<file path="config.mk">
export PLATFORM = sky130hd
export DESIGN_NAME = wfo_front_flat
export DESIGN_NICKNAME = d
export VERILOG_FILES = /design/src/rtl/wfo_pkg.sv /design/src/rtl/wfo_if.sv /design/src/rtl/wfo_front.sv /design/src/flat_wrapper.sv
export SDC_FILE = /design/constraint.sdc
export NUM_CORES = 1
export LEC_CHECK = 0
export BUFFER_PORTS_ARGS = -buffer_cell sky130_fd_sc_hd__clkbuf_2
export CAP_MARGIN = 0
export CORE_ASPECT_RATIO = 0.6
export CORE_MARGIN = 3
export CORE_UTILIZATION = 23
export CTS_CLUSTER_DIAMETER = 50
export CTS_CLUSTER_SIZE = 10
export DETAILED_ROUTE_END_ITERATION = 6
export HOLD_SLACK_MARGIN = 0.08
export PLACE_DENSITY = 0.45
export SLEW_MARGIN = 20
export SYNTH_ARGS = -nofsm -noshare
export SYNTH_HDL_FRONTEND = slang
export SYNTH_SLANG_ARGS = --single-unit
</file>
<file path="constraint.sdc">
create_clock -name clk -period 3.6 [get_ports clk]
set_input_delay 0.36 -clock clk [delete_from_list [all_inputs] [get_ports clk]]
set_output_delay 0.36 -clock clk [all_outputs]
set_load 0.005 [all_outputs]
</file>
<file path="src/rtl/wfo_pkg.sv">
// Package for the wheel frame odometry block: widths, constants, arctangent table.
// No dependencies; used by wfo_front, wfo_back and wheel_frame_odometry.
`default_nettype none
package wfo_pkg;
	localparam int CORDIC_STEPS = 24;
	localparam int StepW = $clog2(CORDIC_STEPS + 1);
	localparam logic signed [33:0] TwoPi  = 34'sd1686629713;
	localparam logic signed [33:0] Pi     = 34'sd843314857;
	localparam logic signed [33:0] HalfPi = 34'sd421657428;
	localparam logic [31:0] CordicGain = 32'h9B74EDA8;

	localparam logic CfgDist  = 1'b0;
	localparam logic CfgTrack = 1'b1;

	typedef enum logic [2:0] {
		ST_IDLE, ST_MUL, ST_DIST, ST_ANGLE, ST_GAIN, ST_ROT, ST_DONE
	} back_state_t;

	// One classified frame as it waits between the front and back parts.
	typedef struct packed {
		logic        ok;
		logic        mode;
		logic [15:0] speed;
		logic [31:0] count;
	} frame_t;

	typedef struct packed {
		logic        frame_ok;
		logic [31:0] pos_x;
		logic [31:0] pos_y;
		logic [31:0] heading_out;
		logic [15:0] linear_speed;
		logic [31:0] angular_rate;
	} result_t;

	function automatic logic signed [33:0] atan_entry(input logic [4:0] i);
		logic signed [33:0] r;
		case (i)
			5'd0: r = 34'sd210828714;
			5'd1: r = 34'sd124459457;
			5'd2: r = 34'sd65760959;
			5'd3: r = 34'sd33381290;
			5'd4: r = 34'sd16755422;
			5'd5: r = 34'sd8385879;
			5'd6: r = 34'sd4193963;
			5'd7: r = 34'sd2097109;
			5'd8: r = 34'sd1048571;
			5'd9: r = 34'sd524287;
			5'd29, 5'd30, 5'd31: r = '0;
			default: r = 34'sd1 <<< (5'd28 - i);
		endcase
		return r;
	endfunction
endpackage
`default_nettype wire

</file>
<file path="src/rtl/wfo_if.sv">
// Valid/ready channel interfaces for frames, results and configuration writes.
// No dependencies.
`default_nettype none
interface wfo_frame_if;
	logic       valid;
	logic       ready;
	logic       mode;
	logic [7:0] byte_0, byte_1, byte_2, byte_3, byte_4, byte_5, byte_6, byte_7;
	modport source(output valid, mode, byte_0, byte_1, byte_2, byte_3, byte_4, byte_5,
		byte_6, byte_7, input ready);
	modport sink(input valid, mode, byte_0, byte_1, byte_2, byte_3, byte_4, byte_5,
		byte_6, byte_7, output ready);
endinterface

`default_nettype wire

</file>
<file path="src/rtl/wfo_front.sv">
// Front part: accepts frame beats, checks the XOR checksum, and queues the frames.
// Depends on wfo_pkg and wfo_if.
`default_nettype none
module wfo_front (
	input  wire logic          clk,
	input  wire logic          arst_n,
	wfo_frame_if.sink          frame,
	output wfo_pkg::frame_t    q_data,
	output logic               q_valid,
	input  wire logic          q_pop
);
	wfo_pkg::frame_t slot_q [2];
	logic [1:0] fill_q;
	logic       rd_q;
	logic       wr_q;
	logic       ok;
	logic       push;

	// Checksum over bytes 0 to 6.
	assign ok = (frame.byte_0 ^ frame.byte_1 ^ frame.byte_2 ^ frame.byte_3 ^ frame.byte_4
		^ frame.byte_5 ^ frame.byte_6) == frame.byte_7;
	assign frame.ready = fill_q != 2'd2;
	assign push = frame.valid && frame.ready;
	assign q_valid = fill_q != 2'd0;
	assign q_data = slot_q[rd_q];

	// Two-entry queue of classified frames.
	always_ff @(posedge clk or negedge arst_n) begin
		if (!arst_n) begin
			fill_q <= '0;
			rd_q   <= 1'b0;
			wr_q   <= 1'b0;
		end else begin
			if (push) wr_q <= ~wr_q;
			if (q_pop) rd_q <= ~rd_q;
			fill_q <= fill_q + {1'b0, push} - {1'b0, q_pop};
		end
	end

	always_ff @(posedge clk) begin
		if (push) begin
			slot_q[wr_q] <= '{ok: ok, mode: frame.mode,
				speed: {frame.byte_1, frame.byte_0},
				count: {frame.byte_5, frame.byte_4, frame.byte_3, frame.byte_2}};
		end
	end

	assert property (@(posedge clk) disable iff (!arst_n) fill_q != 2'd3)
		else $error("queue fill out of range");
	assert property (@(posedge clk) disable iff (!arst_n) q_pop |-> q_valid)
		else $error("pop from empty queue");
	assert property (@(posedge clk) disable iff (!arst_n)
		(fill_q == 2'd2 && !q_pop) |=> fill_q == 2'd2)
		else $error("full queue lost an entry");
endmodule
`default_nettype wire

</file>
<file path="src/flat_wrapper.sv">
// flat-port wrapper written by rule: the top's interface ports become plain ports
module wfo_front_flat 
  (clk, arst_n, q_data, q_valid, q_pop, frame_valid, frame_mode, frame_byte_0, frame_byte_1, frame_byte_2, frame_byte_3, frame_byte_4, frame_byte_5, frame_byte_6, frame_byte_7, frame_ready);
  wfo_frame_if frame_i ();
  input  wire logic clk;
  input  wire logic arst_n;
  output wfo_pkg::frame_t q_data;
  output logic q_valid;
  input  wire logic q_pop;
  input wire logic [$bits(frame_i.valid)-1:0] frame_valid;
  input wire logic [$bits(frame_i.mode)-1:0] frame_mode;
  input wire logic [$bits(frame_i.byte_0)-1:0] frame_byte_0;
  input wire logic [$bits(frame_i.byte_1)-1:0] frame_byte_1;
  input wire logic [$bits(frame_i.byte_2)-1:0] frame_byte_2;
  input wire logic [$bits(frame_i.byte_3)-1:0] frame_byte_3;
  input wire logic [$bits(frame_i.byte_4)-1:0] frame_byte_4;
  input wire logic [$bits(frame_i.byte_5)-1:0] frame_byte_5;
  input wire logic [$bits(frame_i.byte_6)-1:0] frame_byte_6;
  input wire logic [$bits(frame_i.byte_7)-1:0] frame_byte_7;
  output wire logic [$bits(frame_i.ready)-1:0] frame_ready;
  assign frame_i.valid = frame_valid;
  assign frame_i.mode = frame_mode;
  assign frame_i.byte_0 = frame_byte_0;
  assign frame_i.byte_1 = frame_byte_1;
  assign frame_i.byte_2 = frame_byte_2;
  assign frame_i.byte_3 = frame_byte_3;
  assign frame_i.byte_4 = frame_byte_4;
  assign frame_i.byte_5 = frame_byte_5;
  assign frame_i.byte_6 = frame_byte_6;
  assign frame_i.byte_7 = frame_byte_7;
  assign frame_ready = frame_i.ready;
  wfo_front u_core (.clk(clk), .arst_n(arst_n), .frame(frame_i), .q_data(q_data), .q_valid(q_valid), .q_pop(q_pop));
endmodule
</file>
==> results.md <==
- Outcome: complete, no violations
- Clk pin slew, worst setup/hold paths: 0.07 ns
- Gr busiest metal: met1
- DR iter-0 viols: 58
- Critical Path AT: 1.87 ns
- WP depth: 3
- Layout cell share with drive strength beyond 1: 52.7%
- Distinct cells, synth: 13
- Core ar.: 0.0182 mm^2
- FF+latch count, synth: 104
- Post-route insts no fill: 608
- Fin. max-slew vios: 0
- Worst Setup Start Kind: flop
- Flop pwr share: 45.1%
- Sw frac: 29.7%
- Critical Path End: q_data[4]
- Synth async-reset ratio: 3.85%
- R2R setup slack: 1.68 ns
- Cell accounting for the most synthesized area: edfxtp_1
- Met2 Use GR: 13.1%
- Critical path startpoint: u_core.rd_q$_DFFE_PN0P_
- Remaining antenna violation count: 0
- # port buffers: 120
- Largest delay share family, worst path: flip-flops
- DR vias: 2330
- Vias in the first global route: 2434
- Sequential area share after synthesis: 72.2%
- Placed cell count: 592
- Clk root buf: clkbuf_16
- CTS Sinks: 104
- Count leader, synth: edfxtp_1
- CTS tree: yes
- Worst vdd ir: 249 uV
- RePlAce Congestion: 0.683
- First-pass GRT wire length: 14400 um
- Fillcell total: 1835
- Worst skew pair latency: 0.34 ns
- Final antenna diode count: 0
- Synth warn: 0
- Synth Cell Area: 0.00430 mm^2
- Met3 GRT Util: 4.77%
- Final min period: 2.23 ns
- TNS Setup: 0 ns
- Critical-path top delay cell: dfrtp_2
- Comb power frac: 31.6%
- Synth top area share: 69.9%
- Residual DRC: 0
- Cells after Synth: 233
- Wire per inst: 15.6 um
- Die Ht: 112 um
- Post-CTS setup buffer count: 0
- Die ar.: 0.0204 mm^2
- Max Fclk: 449 MHz
- Final worst path period share: 61.8%
- # IOs: 121
- H-tree Lvls: 3
- Crit Path Max Fanout: 22
- Max incr delay on CP: 0.59 ns
- Total wire length: 9460 um
- Post-synth top cells: edfxtp_1 (100), xnor2_1 (59), mux2_2 (50)
- WS Path Type: reg -> out
- Maxcap violations: 0
- R2R Path Start: u_core.fill_q[1]$_DFF_PN0_
- Worst Clk Skew: 0.00863 ns
- Crit-path cells: buf_4 -> mux2_2 -> clkbuf_2
- Crit end category: output pin
- First-pass detailed-route iteration total: 4
- Clock power share: 23.3%
- Type of the tightest min-delay check: in -> reg
- DP HPWL: 6900 um
- Synthesized Nets: 304
- Cell internal pwr: 0.00273 W
- Pwr dens: 705 mW/mm^2
- Overflow after GRT: 0
- Initial antenna violation count: 0
- Psw: 0.00115 W
- Met1 usage: 13.4%
- Area growth, synth to finish: 28.2%
- RSZ-0062 raised after global routing: false
- Num rows: 38
- Final Hold Fails: 0
- Hold Crit Depth: 1
- Cells on worst reg2reg path: 4
- Worst-Margin Slew: 0.862 ns
- Via density: 3.83
- Post-synth EDFFs: 100
- Main synth FF type: edfxtp_1
- Starting Density: 23.6%
- Worst Path Required: 3.24 ns
- Final net count: 435
- Final Setup Violations: 0
- Clock Tree Buf Depth: 2
- Syn Area/Cell: 18.4 um^2
- Static Leakage: 2.01 nW
- CTS resizes: 0
- Die width: 182 um
- Reg2reg end: u_core.slot_q[0][39]$_DFFE_PP_
- Worst slew margin: 42.4%
- Largest net degree at the start of global routing: 27
- WP buf/inv: 2
- Total track usage: 9.52%
- Area contributors post-synth: edfxtp_1 (70%), mux2_2 (13%), xnor2_1 (12%)
- CTS buffer count: 9
- CTS Hold Bufs: 1
## logic make-up after synthesis
kind of cell / share of synthesized area [%]
xor+xnor: 12.2
fa+ha+maj: 0.582
buf+inv: 0.961
flops: 72.2
mux: 13.1
simple gates: 0.932
## power by group through the flow
stage	Sequential [W]	Combinational (W)	Clock (W)
2_1_floorplan	0.00174	0.000736	0
3_3_place_gp	0.00177	0.00126	0
3_5_place_dp	0.00178	0.00126	0
4_1_cts	0.00176	0.00127	0.000944
5_1_grt	0.00178	0.00136	0.000994
6_report	0.00175	0.00123	0.000906
## area by class of cell
type	count	area, um^2	share of cell area (%)
Inverter	3	11.3	0.204
Multi-Input combinational cell	120	1160	21.1
Sequential cell	104	3100	56.4
Clock buffer	9	225	4.09
Timing Repair Buffer	126	661	12.0
Tap cell	240	300	5.45
Clock inverter	6	43.8	0.795
## worst min-delay path by stage
stage                     from                        endpoint  slack [ns]
floorplan               arst_n      u_core.fill_q[0]$_DFF_PN0_        0.06
global placement        arst_n      u_core.fill_q[1]$_DFF_PN0_        0.17
detailed placement      arst_n      u_core.fill_q[1]$_DFF_PN0_        0.17
CTS                 frame_mode  u_core.slot_q[1][48]$_DFFE_PP_        0.20
global route        frame_mode  u_core.slot_q[1][48]$_DFFE_PP_        0.19
finish              frame_mode  u_core.slot_q[1][48]$_DFFE_PP_        0.22
## layout by cell type (no fill, tap or decap), drive strengths merged, types with 2 or more instances in the layout
| cell | netlist | final |
|---|---|---|
| clkbuf | 0 | 129 |
| nand4 | 2 | 2 |
| edfxtp | 100 | 100 |
| ha | 2 | 2 |
| buf | 6 | 5 |
| mux2 | 50 | 50 |
| inv | 3 | 6 |
| dfrtp | 4 | 4 |
| clkinv | 0 | 2 |
| nand2 | 2 | 2 |
| xnor2 | 59 | 59 |
| nor2 | 2 | 2 |
## per-stage QoR
step                      cell area, um^2  worst slack [ns]  util [%]  power (W)  hold WS [ns]
final                                5510              1.37      30.2    0.00388         0.217
after global routing                 5510              1.25      30.2    0.00413         0.193
after CTS                            5510              1.31      30.2    0.00397         0.199
after detailed placement             5230              1.60      28.7    0.00305         0.174
after global placement               5230              1.68      28.7    0.00303         0.168
after floorplan                      4300             0.446         -    0.00247        0.0644
## flip-flops by register name (all words and copies together) (netlist names)
signal         cells
u_core.slot_q    100
u_core.fill_q      2
u_core.wr_q        1
u_core.rd_q        1
## layer usage
metal	up-vias	wire [um]
li1	1114	-
met1	1130	4800
met2	82	3790
met3	4	821
met4	0	44
met5	-	0
Note: power is estimated with default switching activity, not from simulation.
